===== config.mk =====
export PLATFORM = sky130hd
export DESIGN_NAME = rtp_header_parser_core
export DESIGN_NICKNAME = d
export VERILOG_FILES = /design/src/rtl/rhp_pkg.sv /design/src/rtl/rhp_eval.sv /design/src/rtl/rtp_header_parser_core.sv
export SDC_FILE = /design/constraint.sdc
export NUM_CORES = 1
export LEC_CHECK = 0
export ABC_AREA = 0
export CORE_UTILIZATION = 60
export CTS_BUF_LIST = sky130_fd_sc_hd__clkbuf_16
export CTS_CLUSTER_SIZE = 20
export DETAILED_ROUTE_END_ITERATION = 7
export DONT_BUFFER_PORTS = 1
export MAX_ROUTING_LAYER = met4
export PLACE_DENSITY_LB_ADDON = 0.25
export SETUP_SLACK_MARGIN = 0.02
export SYNTH_ARGS = -nofsm -noshare
export SYNTH_HDL_FRONTEND = slang
export SYNTH_HIERARCHICAL = 1
export SYNTH_SLANG_ARGS = --single-unit

===== constraint.sdc =====
create_clock -name clock -period 14.39 [get_ports clock]
set_clock_uncertainty 0.05 [all_clocks]
set_input_delay 1.439 -clock clock [delete_from_list [all_inputs] [get_ports clock]]
set_output_delay 1.439 -clock clock [all_outputs]
set_load 0.01 [all_outputs]

===== src/rtl/rhp_pkg.sv =====
// Shared types and constants of the RTP header parser.
`timescale 1ns / 1ps
package rhp_pkg;

   // Longest packet taken before the over-long status is raised
   localparam int MAX_PACKET_BYTES = 2048;
   localparam int COUNT_W          = $clog2(MAX_PACKET_BYTES + 1);

   // Fixed header length and extension profiles
   localparam logic [6:0]  FIXED_HDR_BYTES = 7'd12;
   localparam logic [15:0] PROFILE_ONE     = 16'hBEDE;
   localparam logic [15:0] PROFILE_TWO     = 16'h1000;
   localparam logic [1:0]  RTP_VERSION     = 2'd2;

   // Bit widths of the stream buses
   localparam int REQ_DATA_W = 8;
   localparam int RSP_DATA_W = 136;

   typedef enum logic [3:0] {
      ST_OK          = 4'd0,
      ST_SHORT_FIXED = 4'd1,
      ST_BAD_VERSION = 4'd2,
      ST_SHORT_CSRC  = 4'd3,
      ST_ZERO_PAD    = 4'd4,
      ST_EXT_HEADER  = 4'd5,
      ST_EXT_BODY    = 4'd6,
      ST_PAD_LARGE   = 4'd7,
      ST_TOO_LONG    = 4'd8
   } status_type;

   typedef enum logic [1:0] {
      KIND_NONE  = 2'd0,
      KIND_ONE   = 2'd1,
      KIND_TWO   = 2'd2,
      KIND_OTHER = 2'd3
   } ext_kind_type;

   // Packet state captured at the last byte
   typedef struct packed {
      logic [COUNT_W-1:0] size;
      logic [15:0]        flags;
      logic [15:0]        sequence_num;
      logic [31:0]        timestamp;
      logic [31:0]        source_id;
      logic [31:0]        ext_word;
      logic [7:0]         final_byte;
      logic               overflow;
   } snap_type;

   // Result fields, first field in the top bits so the last lands lowest
   typedef struct packed {
      logic [7:0]   padding_length;
      logic [11:0]  payload_length;
      logic [11:0]  payload_offset;
      ext_kind_type extension_kind;
      logic [3:0]   csrc_count;
      logic [31:0]  source_id;
      logic [31:0]  timestamp;
      logic [15:0]  sequence_res;
      logic [6:0]   payload_type;
      logic         marker;
      status_type   status;
   } result_type;

endpackage


===== src/rtl/rhp_eval.sv =====
// Header checks and payload layout from a captured packet.
`timescale 1ns / 1ps
module rhp_eval (
   input  rhp_pkg::snap_type   snap_i,
   output rhp_pkg::result_type result_o
);
   import rhp_pkg::*;

   logic [7:0]   b0;
   logic [7:0]   b1;
   logic [3:0]   cc;
   logic         has_pad;
   logic         has_ext;
   logic [6:0]   off_base;
   logic [19:0]  size_w;
   logic [19:0]  ext_hdr_end;
   logic [19:0]  ext_end;
   logic [19:0]  offset;
   logic [19:0]  pay_end;
   logic [19:0]  plen;
   logic [7:0]   pad;
   logic         hdr_ok;
   status_type   status;
   ext_kind_type kind;
   ext_kind_type prof_kind;

   assign b0       = snap_i.flags[15:8];
   assign b1       = snap_i.flags[7:0];
   assign cc       = b0[3:0];
   assign has_pad  = b0[5];
   assign has_ext  = b0[4];
   assign off_base = FIXED_HDR_BYTES + {1'b0, cc, 2'b00};
   assign size_w   = 20'(snap_i.size);
   assign ext_hdr_end = 20'(off_base) + 20'd4;
   assign ext_end  = ext_hdr_end + 20'({snap_i.ext_word[15:0], 2'b00});

   // Classify the extension profile
   always_comb begin
      priority if (snap_i.ext_word[31:16] == PROFILE_ONE) begin
         prof_kind = KIND_ONE;
      end else if (snap_i.ext_word[31:16] == PROFILE_TWO) begin
         prof_kind = KIND_TWO;
      end else begin
         prof_kind = KIND_OTHER;
      end
   end

   // Run the checks in order; the first failure names the status
   always_comb begin
      status  = ST_OK;
      kind    = KIND_NONE;
      pad     = 8'd0;
      offset  = 20'd0;
      plen    = 20'd0;
      hdr_ok  = 1'b0;
      pay_end = 20'd0;
      priority if (snap_i.overflow) begin
         status = ST_TOO_LONG;
      end else if (size_w < 20'(FIXED_HDR_BYTES)) begin
         status = ST_SHORT_FIXED;
      end else if (b0[7:6] != RTP_VERSION) begin
         status = ST_BAD_VERSION;
      end else begin
         hdr_ok = 1'b1;
         offset = 20'(off_base);
         if (size_w < 20'(off_base)) begin
            status = ST_SHORT_CSRC;
         end else begin
            if (has_pad) begin
               pad = snap_i.final_byte;
            end
            if (has_pad && snap_i.final_byte == 8'd0) begin
               status = ST_ZERO_PAD;
            end else if (has_ext) begin
               if (ext_hdr_end > size_w) begin
                  status = ST_EXT_HEADER;
               end else begin
                  kind = prof_kind;
                  if (ext_end > size_w) begin
                     status = ST_EXT_BODY;
                  end else begin
                     offset = ext_end;
                  end
               end
            end
            pay_end = offset + 20'(pad);
            if (status == ST_OK) begin
               if (pay_end > size_w) begin
                  status = ST_PAD_LARGE;
               end else begin
                  plen = size_w - pay_end;
               end
            end
         end
      end
      // Drop the layout on any failure, and padding on early ones
      if (status != ST_OK) begin
         offset = 20'd0;
         plen   = 20'd0;
         if (status == ST_SHORT_FIXED || status == ST_BAD_VERSION ||
             status == ST_SHORT_CSRC || status == ST_ZERO_PAD ||
             status == ST_TOO_LONG) begin
            pad = 8'd0;
         end
      end
   end

   // Assemble the result
   always_comb begin
      result_o                = '0;
      result_o.status         = status;
      result_o.extension_kind = kind;
      result_o.payload_offset = offset[11:0];
      result_o.payload_length = plen[11:0];
      result_o.padding_length = pad;
      if (hdr_ok) begin
         result_o.marker       = b1[7];
         result_o.payload_type = b1[6:0];
         result_o.sequence_res = snap_i.sequence_num;
         result_o.timestamp    = snap_i.timestamp;
         result_o.source_id    = snap_i.source_id;
         result_o.csrc_count   = cc;
      end
   end

endmodule


===== src/rtl/rtp_header_parser_core.sv =====
// Top level of the RTP header parser: byte capture, snapshot and result register.
`timescale 1ns / 1ps
// Takes an RTP packet one byte per transfer on the req_ bus, tlast on the final
// byte, and gives one result transfer per packet on the rsp_ bus. A byte is
// taken every cycle while the bus is free; the header fields are captured as
// they pass. The final byte copies the packet state into a snapshot register
// and clears the capture state, so the next packet may start in the very next
// cycle. The checks run between the snapshot and the result register: the final
// byte's state is registered in the snapshot, and its result is then registered
// in the result register, which drives rsp_tvalid. req_tready drops only when both
// the snapshot and the result register hold undelivered results. Packets longer
// than MAX_PACKET_BYTES are drained and reported as too long.
module rtp_header_parser_core (
   input  logic                              clock,
   input  logic                              reset,
   input  logic                              req_tvalid,
   output logic                              req_tready,
   input  logic [rhp_pkg::REQ_DATA_W-1:0]    req_tdata,  // [7:0] data_byte
   input  logic                              req_tlast,  // last_byte
   output logic                              rsp_tvalid,
   input  logic                              rsp_tready,
   // [3:0] status, [4] marker, [11:5] payload_type, [27:12] sequence_res,
   // [59:28] timestamp, [91:60] source_id, [95:92] csrc_count,
   // [97:96] extension_kind, [109:98] payload_offset, [121:110] payload_length,
   // [129:122] padding_length, [135:130] zero
   output logic [rhp_pkg::RSP_DATA_W-1:0]    rsp_tdata
);
   import rhp_pkg::*;

   // Capture state
   logic [COUNT_W-1:0] count_ff, count_in;
   logic [15:0]        flags_ff, flags_in;
   logic [15:0]        seq_ff, seq_in;
   logic [31:0]        ts_ff, ts_in;
   logic [31:0]        src_ff, src_in;
   logic [31:0]        ext_ff, ext_in;
   logic [7:0]         final_in;
   logic               ovf_ff, ovf_in;

   // Snapshot and result stages
   snap_type           snap_ff, snap_in;
   logic               snap_vld_ff, snap_vld_in;
   result_type         res_ff, res_in;
   logic               res_vld_ff, res_vld_in;

   logic               byte_xfer;
   logic               last_xfer;
   logic               res_free;
   logic               snap_free;
   logic [6:0]         ext_off;
   logic [COUNT_W-1:0] ext_lo;
   logic [COUNT_W-1:0] ext_hi;
   logic [7:0]         din;

   assign din        = req_tdata[7:0];
   assign res_free   = !res_vld_ff || rsp_tready;
   assign snap_free  = !snap_vld_ff || res_free;
   assign req_tready = snap_free;
   assign byte_xfer  = req_tvalid && req_tready;
   assign last_xfer  = byte_xfer && req_tlast;

   assign ext_off = FIXED_HDR_BYTES + {1'b0, flags_ff[11:8], 2'b00};
   assign ext_lo  = COUNT_W'(ext_off);
   assign ext_hi  = COUNT_W'(ext_off) + COUNT_W'(4);

   // Shift the incoming byte into the header field that owns its position
   always_comb begin
      count_in = count_ff;
      flags_in = flags_ff;
      seq_in   = seq_ff;
      ts_in    = ts_ff;
      src_in   = src_ff;
      ext_in   = ext_ff;
      ovf_in   = ovf_ff;
      final_in = din;
      if (count_ff >= COUNT_W'(MAX_PACKET_BYTES)) begin
         ovf_in = 1'b1;
      end else begin
         priority if (count_ff < COUNT_W'(2)) begin
            flags_in = {flags_ff[7:0], din};
         end else if (count_ff < COUNT_W'(4)) begin
            seq_in = {seq_ff[7:0], din};
         end else if (count_ff < COUNT_W'(8)) begin
            ts_in = {ts_ff[23:0], din};
         end else if (count_ff < COUNT_W'(12)) begin
            src_in = {src_ff[23:0], din};
         end else begin
         end
         if (count_ff >= ext_lo && count_ff < ext_hi) begin
            ext_in = {ext_ff[23:0], din};
         end
         count_in = count_ff + COUNT_W'(1);
      end
   end

   // Capture registers: clear after the final byte of each packet
   always_ff @(posedge clock) begin
      if (reset) begin
         count_ff <= '0;
         flags_ff <= '0;
         seq_ff   <= '0;
         ts_ff    <= '0;
         src_ff   <= '0;
         ext_ff   <= '0;
         ovf_ff   <= 1'b0;
      end else if (last_xfer) begin
         count_ff <= '0;
         flags_ff <= '0;
         seq_ff   <= '0;
         ts_ff    <= '0;
         src_ff   <= '0;
         ext_ff   <= '0;
         ovf_ff   <= 1'b0;
      end else if (byte_xfer) begin
         count_ff <= count_in;
         flags_ff <= flags_in;
         seq_ff   <= seq_in;
         ts_ff    <= ts_in;
         src_ff   <= src_in;
         ext_ff   <= ext_in;
         ovf_ff   <= ovf_in;
      end
   end

   // Snapshot stage: take the packet state including the final byte
   always_comb begin
      snap_in.size         = count_in;
      snap_in.flags        = flags_in;
      snap_in.sequence_num = seq_in;
      snap_in.timestamp    = ts_in;
      snap_in.source_id    = src_in;
      snap_in.ext_word     = ext_in;
      snap_in.final_byte   = final_in;
      snap_in.overflow     = ovf_in;
      snap_vld_in          = snap_vld_ff;
      if (snap_free) begin
         snap_vld_in = last_xfer;
      end
   end

   always_ff @(posedge clock) begin
      if (reset) begin
         snap_vld_ff <= 1'b0;
      end else begin
         snap_vld_ff <= snap_vld_in;
      end
   end

   always_ff @(posedge clock) begin
      if (last_xfer) begin
         snap_ff <= snap_in;
      end
   end

   rhp_eval u_eval (
      .snap_i   (snap_ff),
      .result_o (res_in)
   );

   // Result register: load when free, hold while the consumer stalls
   always_comb begin
      res_vld_in = res_vld_ff;
      if (res_free) begin
         res_vld_in = snap_vld_ff;
      end
   end

   always_ff @(posedge clock) begin
      if (reset) begin
         res_vld_ff <= 1'b0;
      end else begin
         res_vld_ff <= res_vld_in;
      end
   end

   always_ff @(posedge clock) begin
      if (res_free && snap_vld_ff) begin
         res_ff <= res_in;
      end
   end

   assign rsp_tvalid = res_vld_ff;
   assign rsp_tdata  = {6'd0, res_ff};

   // Checks
   a_count_bound : assert property (@(posedge clock) disable iff (reset)
      count_ff <= COUNT_W'(MAX_PACKET_BYTES))
      else $error("byte count beyond packet limit");

   a_last_to_snap : assert property (@(posedge clock) disable iff (reset)
      last_xfer |=> snap_vld_ff)
      else $error("final byte transfer lost before snapshot");

   a_fail_no_layout : assert property (@(posedge clock) disable iff (reset)
      (res_vld_ff && res_ff.status != ST_OK) |->
         (res_ff.payload_offset == 12'd0 && res_ff.payload_length == 12'd0))
      else $error("layout given on a failed packet");

   a_ok_offset : assert property (@(posedge clock) disable iff (reset)
      (res_vld_ff && res_ff.status == ST_OK) |->
         (res_ff.payload_offset >= 12'(FIXED_HDR_BYTES)))
      else $error("payload offset inside fixed header");

   a_state_cleared : assert property (@(posedge clock) disable iff (reset)
      last_xfer |=> (count_ff == '0 && !ovf_ff))
      else $error("capture state not cleared after final byte");

endmodule

==> key figures <==
Worst setup path
  • Worst endpoint required time: 14.69 ns
  • Crit path max-delay cell type: edfxtp_1
  • CP arrival: 9.80 ns
  • CP Max Fanout: 22
  • Critical path capture point type: flip-flop
  • CP Class: reg2reg
  • Crit path largest cell delay: 0.54 ns
  • Critical path startpoint category: flip-flop
  • Cell repeated most along the worst path: o21ai_0
  • CP bufs+invs: 3
  • Cell family with most CP delay: compound AO/OA/AOI/OAI gates

STA
  • Unrepaired setup endpoints after global routing: no
  • Setup violators final: 0
  • Period utilisation layout: roughly two thirds
  • Final Hold Fails: 0
  • Relative slew slack: 26.8%
  • Fin. max-slew vios: 0
  • PnR worst setup slack: 4.89 ns
  • Slew @ Worst Pin: 1.10 ns
  • Highest attainable clock frequency: 0.105 GHz
  • Setup TNS: 0 ns
  • Post-layout min period: 9.50 ns

Routing
  • Antenna Nets Post-Route: 0
  • WL/cell: roughly 20 um
  • DRT Wirelength: 40.9 mm
  • Detailed router's first-iteration violation count: between 900 and 1000
  • Drt drc: 0
  • Drt pass-1 iters: 5
  • DR vias: around 12000
  • Vias/cell: 5.89

Synthesis
  • Ys async rst share: 0%
  • Synth area leader: edfxtp_1
  • Post-synth EDFFs: 279
  • Top-count cell post-synth: edfxtp_1
  • Sequential-to-total area share from yosys stat: approximately 59%
  • Yosys top cell area share: around 44%
  • Predominant post-synthesis flop cell: edfxtp_1
  • Post-synthesis register bit count: 422
  • Largest cells by area after synthesis: edfxtp_1 (44%), dfxtp_1 (15%), mux2_2 (7.2%), ha_1 (4.6%), nand2_1 (4.3%)
  • Syn_area_per_cell: approximately 12 um2
  • Netlist Area Pre-Place: around 0.019 mm2
  • Synth Instances: 1627
  • Synth cell count leaders: edfxtp_1 (279), nand2_1 (219), dfxtp_1 (143), mux2_2 (123), a21oi_1 (105)
  • Cell variety after synth: 75
  • Synth warn: 6

Power and ir drop
  • Psw: between 0.5 and 0.6 mW
  • Flop pwr share: 52.5%
  • Maximum vdd drop: 0.0000868 V
  • Clk network pwr share: roughly two fifths
  • Internal power: between 1.5 and 2 mW
  • Power Total: 2.55 mW
  • Static leakage: 7.95 nW
  • Switching Share: 22.4%
  • Power per cell area: 123 mW/mm2
  • Logic pwr share: 5.9%

Place
  • Dpl hpwl: about 27 mm
  • Port bufs: 0
  • Area after DPL: 0.0193 mm2
  • Placement Setup Slack: 5.06 ns
  • Gpl congestion: between 0.8 and 0.9

Final layout
  • Nets: 1676
  • Footprint of the multi-input gates: 0.00725 mm2
  • Fin area: between 0.02 and 0.025 mm2
  • Area grow syn2layout: 7.83%
  • Reg area: around 0.011 mm2
  • Layout cells sized above 1: 14.1%
  • Inserted Diodes: 0
  • FILL cells: 2313

Clock network
  • Root buf cell: clkbuf_16
  • Postcts setup bufs: 0
  • CTS tree: yes
  • Clk Latency, worst-skew pair: 0.55 ns
  • PostCTS Resize Cnt: 0
  • Num CTS Buffers: between 40 and 50
  • Worst-case clock buffer depth: 3
  • # clock sinks: ~420
  • Clock slew seen by the registers of the worst setup and hold paths: 0.06 ns
  • Post-CTS Hold Fix Bufs: 0
  • H-Tree Level Count: 2

GRT
  • Total gr overflow: 0
  • GRT Overall Usage: 25.8%
  • Vias in the first global route: 11314
  • Initial antenna violation count: 0
  • First-pass GRT wire length: ~64 mm
  • Largest net degree at the start of global routing: 94

Flow run
  • Max Cap Violations: 0

Floorplanning
  • Die Wd: 181 um
  • Area of the core: 0.0315 mm2
  • Rows: 65
  • Die Ht: 181 um
  • Initial Util: 60.9%
  • Ports: 151
  • Full die area: 0.0326 mm2

Run status
  • Status: completed

Min path
  • Hold Path Class: reg2reg
==> power by group through the flow <==
stage,logic (mW),clock network [mW],registers (mW)
5_1_grt,0.168,1.12,1.34
6_report,0.151,1.06,1.34
3_3_place_gp,0.147,0,1.36
2_1_floorplan,0.118,0,1.36
4_1_cts,0.151,1.08,1.34
3_5_place_dp,0.150,0,1.36
==> state kept, by name (all words and copies together), names as in the netlist <==
register     cells
count_ff        12
seq_ff          16
src_ff          32
rsp_tvalid       1
flags_ff        16
snap_ff        149
ovf_ff           1
rsp_tdata      130
ext_ff          32
ts_ff           32
snap_vld_ff      1
==> final timing paths <==
| kind | from | end | slack (ns) | cells after the start |
|---|---|---|---|---|
| max | snap_ff[129] | rsp_tdata[100] | 4.89 | 34 |
| min | ext_ff[24] | ext_ff[24] | 0.40 | 2 |
| max reg2reg | snap_ff[129] | rsp_tdata[100] | 4.89 | 34 |
| min reg2reg | ext_ff[24] | ext_ff[24] | 0.40 | 2 |
==> cells by family (layout without fill, tap and decap cells) <==
kind of cell,Yosys count,in the layout,share of synthesized area [%]
mux,168,168,9.62
xor+xnor,51,51,2.33
other cells,3,11,0.0588
flops,422,422,58.7
simple gates,545,545,14.1
buf+inv,161,148,3.83
compound gates,203,203,6.38
fa+ha+maj,74,74,4.95
==> metal layers <==
layer | share of wire (%) | GRT usage [%] | vias up
met4 | 2.4 | 7.62 | 0
met1 | 47 | 35.4 | 5769
li1 | - | - | 5733
met2 | 46 | 40.0 | 356
met3 | 5.2 | 3.86 | 68
met5 | 0 | - | -
==> cells in the final DEF, fill, tap and decap left out, types with 6 or more instances in the layout <==
master	synthesis	routed
a21o_1	7	7
a21oi_1	105	105
and2_1	14	14
and3_1	99	98
and4_1	6	6
buf_4	13	13
clkbuf_16	0	44
clkinv_1	0	9
clkinv_2	0	8
conb_1	3	11
dfxtp_1	143	143
edfxtp_1	279	279
ha_1	71	71
inv_1	58	65
mux2_1	6	6
mux2_2	123	123
mux2i_1	39	39
nand2_1	219	219
nand2b_1	7	7
nand3_1	42	42
nand4_1	13	13
nor2_1	74	73
nor2b_1	10	9
nor3_1	16	16
nor4_1	8	8
o21ai_0	44	44
xnor2_1	30	30
xor2_1	21	21
==> per-stage QoR <==
step	cells	utilization, %	hold WS (ns)
6_report	2024	65.6	0.403
5_1_grt	2024	65.6	0.418
4_1_cts	2024	65.6	0.402
3_5_place_dp	1948	61.4	0.394
3_3_place_gp	1948	61.4	0.386
2_1_floorplan	1635	-	0.379
==> worst min-delay path, stage by stage, from the launching register on <==
cell and delay (ns):
dfxtp_1 0.31, nand2_1 0.05, mux2i_1 0.05
==> layout make-up <==
class	count	share of cell area (%)
Clock buffer	44	5.33
Inverter	59	1.07
Timing Repair Buffer	13	0.472
Sequential cell	422	54.4
Clock inverter	32	1.19
Multi-Input combinational cell	1052	35.1
Tap cell	402	2.44
(Power assumes the default switching activity.)
